--- config.mk ---
export PLATFORM = sky130hd
export DESIGN_NAME = ists_ctrl
export DESIGN_NICKNAME = d
export VERILOG_FILES = /design/src/ists_pkg.sv /design/src/ists_ctrl.sv
export SDC_FILE = /design/constraint.sdc
export NUM_CORES = 1
export LEC_CHECK = 0
export BUFFER_PORTS_ARGS = -buffer_cell sky130_fd_sc_hd__buf_2
export CAP_MARGIN = 30
export CORE_AREA = 2 2 39 41
export DETAILED_ROUTE_END_ITERATION = 8
export DIE_AREA = 0 0 41 43
export PLACE_DENSITY = 0.66
export SLEW_MARGIN = 10
export SYNTH_ARGS = -nofsm -noshare
export SYNTH_HDL_FRONTEND = slang
export SYNTH_SLANG_ARGS = --single-unit
export TNS_END_PERCENT = 50
--- constraint.sdc ---
create_clock -name clk_i -period 1.4 [get_ports clk_i]
set_clock_uncertainty 0.15 [all_clocks]
set_input_delay 0.28 -clock clk_i [delete_from_list [all_inputs] [get_ports clk_i]]
set_output_delay 0.28 -clock clk_i [all_outputs]
set_load 0.01 [all_outputs]
--- src/ists_pkg.sv ---
// Shared types and constants for the sorted table with search.
// Used by the controller, the datapath, the top level and the port checker.
`default_nettype none
package ists_pkg;

  localparam int unsigned TABLE_DEPTH = 32768;
  localparam int unsigned ADDR_W      = $clog2(TABLE_DEPTH);
  localparam int unsigned CNT_W       = $clog2(TABLE_DEPTH + 1);

  typedef enum logic [1:0] {
    ACT_CLEAR  = 2'd0,
    ACT_INSERT = 2'd1,
    ACT_QUERY  = 2'd2,
    ACT_READ   = 2'd3
  } action_e;

  typedef enum logic [1:0] {
    ST_OK    = 2'd0,
    ST_FULL  = 2'd1,
    ST_RANGE = 2'd2
  } status_e;

  typedef enum logic [2:0] {
    S_IDLE,
    S_INS_CMP,
    S_INS_PUT,
    S_QRY_CMP,
    S_RD_WAIT,
    S_RESP
  } state_e;

  // controller to datapath
  typedef struct packed {
    logic    start;
    action_e act;
    logic    clear;
    logic    ins_shift;
    logic    ins_put;
    logic    qry_next;
    logic    set_found;
    logic    take_elem;
    logic    load_out;
  } ctrl_cmd_t;

  // datapath to controller
  typedef struct packed {
    logic count_zero;
    logic full;
    logic idx_ok;
    logic gt;
    logic eq;
    logic pos_one;
    logic last;
  } dp_stat_t;

endpackage
`default_nettype wire

--- src/ists_ctrl.sv ---
// Controller state machine for the sorted table: sequences clear, insert, query and read.
// Depends on ists_pkg; drives the datapath by command struct only.
`default_nettype none
module ists_ctrl (
  input  wire logic               clk_i,
  input  wire logic               rst_ni,
  input  wire logic               in_valid_i,
  output logic                    in_ready_o,
  input  wire logic [1:0]         action_i,
  input  wire logic               out_ready_i,
  output logic                    out_valid_o,
  input  wire ists_pkg::dp_stat_t stat_i,
  output ists_pkg::ctrl_cmd_t     cmd_o
);
  import ists_pkg::*;

  state_e  state_q, state_d;
  logic    out_valid_q, out_valid_d;
  action_e act;

  assign act = action_e'(action_i);

  always_ff @(posedge clk_i or negedge rst_ni) begin
    if (!rst_ni) begin
      state_q     <= S_IDLE;
      out_valid_q <= 1'b0;
    end else begin
      state_q     <= state_d;
      out_valid_q <= out_valid_d;
    end
  end

  always_comb begin
    state_d     = state_q;
    cmd_o       = '0;
    cmd_o.act   = act;
    in_ready_o  = 1'b0;
    out_valid_d = out_valid_q;
    if (out_valid_q && out_ready_i) begin
      out_valid_d = 1'b0;
    end
    case (state_q)
      S_IDLE: begin
        in_ready_o = 1'b1;
        if (in_valid_i) begin
          cmd_o.start = 1'b1;
          case (act)
            ACT_CLEAR: begin
              cmd_o.clear = 1'b1;
              state_d     = S_RESP;
            end
            ACT_INSERT: begin
              if (stat_i.full) begin
                state_d = S_RESP;
              end else if (stat_i.count_zero) begin
                state_d = S_INS_PUT;
              end else begin
                state_d = S_INS_CMP;
              end
            end
            ACT_QUERY: begin
              state_d = stat_i.count_zero ? S_RESP : S_QRY_CMP;
            end
            default: begin
              state_d = stat_i.idx_ok ? S_RD_WAIT : S_RESP;
            end
          endcase
        end
      end
      S_INS_CMP: begin
        if (stat_i.gt) begin
          // move the larger entry one place right and look one further left
          cmd_o.ins_shift = 1'b1;
          if (stat_i.pos_one) begin
            state_d = S_INS_PUT;
          end
        end else begin
          cmd_o.ins_put = 1'b1;
          state_d       = S_RESP;
        end
      end
      S_INS_PUT: begin
        cmd_o.ins_put = 1'b1;
        state_d       = S_RESP;
      end
      S_QRY_CMP: begin
        if (stat_i.eq) begin
          cmd_o.set_found = 1'b1;
          state_d         = S_RESP;
        end else if (stat_i.last) begin
          state_d = S_RESP;
        end else begin
          cmd_o.qry_next = 1'b1;
        end
      end
      S_RD_WAIT: begin
        cmd_o.take_elem = 1'b1;
        state_d         = S_RESP;
      end
      S_RESP: begin
        // hold until the output register is free
        if (!out_valid_q || out_ready_i) begin
          cmd_o.load_out = 1'b1;
          out_valid_d    = 1'b1;
          state_d        = S_IDLE;
        end
      end
      default: begin
        state_d = S_IDLE;
      end
    endcase
  end

  assign out_valid_o = out_valid_q;

endmodule
`default_nettype wire

Yosys cells after proc, flatten, opt, wreduce, memory -nomap -nowiden
Index checks and enable logic that the tools add are counted.
- flip-flop bits (word level): 4
- bits of input ports: 13
- output and inout port bits: 12
- equality and inequality tests: 11
- mux-type cells: 32
- reductions and logical operators: 7
- operators with widths (cell ; number):
    $mux W3 ; 8
    $mux W1 ; 19
    $pmux W3 S5 ; 1
    $pmux W3 S3 ; 1
    $eq A3 B2 Y1 const B ; 2
    $eq A3 B3 Y1 const B ; 2
    $ne A3 B3 Y1 const B ; 2
    $mux W2 ; 2
    $ne A2 B2 Y1 const B ; 2
    $reduce_and A4 Y1 ; 1
    $eq A3 B1 Y1 const B ; 1
    $logic_not A3 Y1 ; 1
    $eq A2 B1 Y1 const B ; 1
    $eq A2 B2 Y1 const B ; 1
    $logic_not A2 Y1 ; 1
    $pmux W1 S2 ; 1
    $reduce_or A2 Y1 ; 1
    $logic_and A1 B1 Y1 ; 1
    $logic_not A1 Y1 ; 1
    $logic_or A1 B1 Y1 ; 1

Logic depth before layout (Yosys ltp)
- depth after elaboration: 5
- mapped depth: 5
- mapped depth without buffers: 4

Worst setup path before layout
Ideal clock, no wire load.
- path type: register -> output
- start: register state_q[2]
- end: output cmd_o[6] in the netlist's numbering
- data arrival time: 1.145 ns
- data required time: 0.970 ns
- slack: -0.175 ns
- stages on the path, launching flop included: 4
- cells stage by stage: dfrtp_1 -> nor3_2 -> and2_1 -> nor3b_2
- RTL lines (element ; RTL line ; text):
    from (decl) ; ists_ctrl.sv:17 ; state_e state_q, state_d;
    from (signal assigned) ; ists_ctrl.sv:28 ; state_q <= state_d;
    to (decl) ; ists_ctrl.sv:13 ; output ists_pkg::ctrl_cmd_t cmd_o

==> results.txt <==
final hold slack -> 0.2273 ns
dpl cells -> 89
switching pwr -> 0.5164 mW
Sw Ratio -> 40.83%
post-route insts no fill -> 97
vias in the first global route -> 394
slowest stage cell on the critical path -> dfrtp_1
Post-Syn Nets -> 60
Final ANT Viol Nets -> 0
worst-margin pin slew -> 0.2989 ns
yosys warns -> 0
drt total wl -> 1.159 mm
DIE AREA -> 1763 um2
critical path class -> reg -> out
Die W -> 41 um
Largest stage delay, worst path -> 0.40 ns
# Max-Cap Violations -> 0
IO Count -> 25
overall routing resource usage -> 13.55%
Relative slew margins -> 79.79%
fmax -> 0.5752 GHz
ant diodes -> 0
Worst EP arrival -> 1.31 ns
CP max FO -> 7
setup TNS -> -2.395 ns
worst path cell trace -> buf_4, buf_6, nand3b_2, and2b_1, buf_2
CP delay by family, top -> buffers and inverters
sequential share of the synthesized area -> 23.81%
asr flop ratio synth -> 100.0%
number of DRC markers in iteration 0 -> 24
share of power burned in registers -> 17.7%
first-pass GRT wire length -> 1.628 mm
clock-pin slew on the worst setup and hold paths -> 0.04 ns
Leak Pwr -> 0.3418 nW
number of flops mapped to enable cells by yosys -> 0
Post-Synthesis Cells -> 47
Die Span Y -> 43 um
initial core utilization -> 30.38%
total gr overflow -> 0
CTS tree -> built
top-count cell post-synth -> nor2_1
DRC -> 0
Syn Area/Cell -> 8.945 um2
peak supply drop -> 0.7657 mV
largest net degree at the start of global routing -> 14
synth top area cells -> dfrtp_1 (24%), buf_4 (5.4%), buf_6 (5.4%)
Clk Latency, worst-skew pair -> 0.24 ns
wire per inst -> 11.95 um
clock root cell -> clkbuf_4
Crit. End Element -> output port
most frequent cells after synthesis -> nor2_1 (5), dfrtp_1 (4), buf_4 (3), nor3b_1 (3)
fin. max-slew vios -> 0
gp weighted congestion -> 0.7882
pwr dens -> 1855 nW/um2
layout cells sized above 1 -> 62.96%
dpl cell area -> 583.1 um2
DPL Wire Length -> 826.4 um
status -> complete, but fails checks
antenna violations before repair -> 0
Cell variety after synth -> 28
vias after detailed routing -> 498
Main synth FF type -> dfrtp_1
RSZ-0062 raised after global routing -> true
min setup slack post-route -> -0.3386 ns
Synth area leader -> dfrtp_1
Clock Tree Buf Depth -> 2
Layout area overhead -> 62.20%
Vias per Instance -> 5.134
combinational share of power -> 71.0%
TritonCTS Buffers -> 3
failing checks -> setup timing
Core ar. -> 1384 um2
crit share post-route -> 124.2%
clock power share -> 11.3%
post-layout util -> 49.28%
final setup fails -> 12
# clock sinks -> 4
Worst EP required -> 0.97 ns
internal power -> 0.7484 mW
Pre-antenna DRT Iters -> 4
worst hold path class -> in -> async
fin area -> 681.9 um2
WP buf/inv -> 3
Port Buffers -> 24
Nets -> 96
# H-tree levels -> 1
mapped cell area -> 420.4 um2
Tmin final -> 1.739 ns
Std-Cell Rows -> 14
Fin. Hold Viols -> 0
top-area cell type share of the netlist area -> 23.81%
post-synthesis register bit count -> 4
crit start category -> flop
Final Power -> 1.265 mW
pre-CTS setup slack -> -0.07192 ns
registers in the layout (all words and copies together), names as in the netlist:
name and cells:
out_valid_o 1, state_q 3
kinds of logic (layout without fill, tap and decap cells):
group           count (synthesis)  after routing  share of synthesized area, %
simple gates                   24             24                         40.48
compound gates                 13             13                         22.62
buf+inv                         5             39                         10.71
flops                           4              4                         23.81
mux                             1              1                         2.381
layer usage:
metal,vias up,share of wire [%],global-route usage (%),wire length (um)
li1,244,-,-,-
met1,229,43,17.68,500
met2,25,49,19.38,568
met3,0,7.7,3.141,89
met4,0,0,8.000,0
met5,-,0,0,0
power groups by stage:
| stage | Combinational, mW | Sequential, mW | Clock [mW] |
|---|---|---|---|
| finish | 0.898 | 0.224 | 0.143 |
| global route | 0.983 | 0.231 | 0.167 |
| CTS | 0.818 | 0.218 | 0.152 |
| detailed placement | 0.707 | 0.219 | 0 |
| global placement | 0.697 | 0.216 | 0 |
| floorplan | 0.481 | 0.227 | 0 |
worst paths after layout:
check,startpoint,cells past startpoint,end,slack (ns)
max,state_q[0]$_DFFE_PN0P_,5,cmd_o[0],-0.34
min,rst_ni,2,out_valid_o$_DFF_PN0_,0.23
max reg2reg,state_q[0]$_DFFE_PN0P_,6,state_q[0]$_DFFE_PN0P_,-0.06
min reg2reg,out_valid_o$_DFF_PN0_,3,out_valid_o$_DFF_PN0_,0.48
max in group asynchronous,rst_ni,2,state_q[2]$_DFFE_PN0P_,0.73
min in group clk_i,out_ready_i,4,out_valid_o$_DFF_PN0_,0.28
final cells by class:
type                            count  area, um2
Tap cell                           16      20.02
Sequential cell                     4      101.3
Clock buffer                        3      22.52
Timing Repair Buffer               36      227.7
Fill cell                         136      701.9
Multi-Input combinational cell     38      310.3
cell usage in the layout (no fill, tap or decap):
cell           Yosys  final
o21ai_2            0      1
o21ai_0            2      2
and3_4             0      1
nor2_2             0      1
o22ai_1            1      1
nor4bb_2           1      1
o21ai_1            2      1
nor2_1             5      4
nor3b_4            0      1
nand2b_1           2      2
or2b_1             1      1
dlygate4sd3_1      0      1
nand2_1            2      2
and2b_1            1      1
o22ai_2            1      1
o21a_1             1      1
a311oi_1           1      1
o21bai_1           2      2
buf_2              0     24
nor3_2             1      1
nor3b_1            3      2
buf_6              2      4
dfrtp_2            0      1
nor3_1             2      1
o311ai_1           0      1
and4b_1            2      2
buf_4              3      7
dfrtp_1            4      3
a21oi_2            1      1
a22oi_1            1      1
nor3b_2            1      1
nor3_4             0      1
clkbuf_4           0      3
nand3b_2           1      1
mux2i_1            1      1
and2_4             0      1
repair_timing:
item | CTS | global route
gates resized for setup | 6 | 5
buffers inserted | 2 | 1
cloned | 0 | 1
endpoints found under the setup margin | 12 | 12
hold endpoints to repair | 4 | 0
pin swaps | 1 | 0
hold buffers | 1 | 0
No activity file was read; power rests on OpenSTA's default activity.
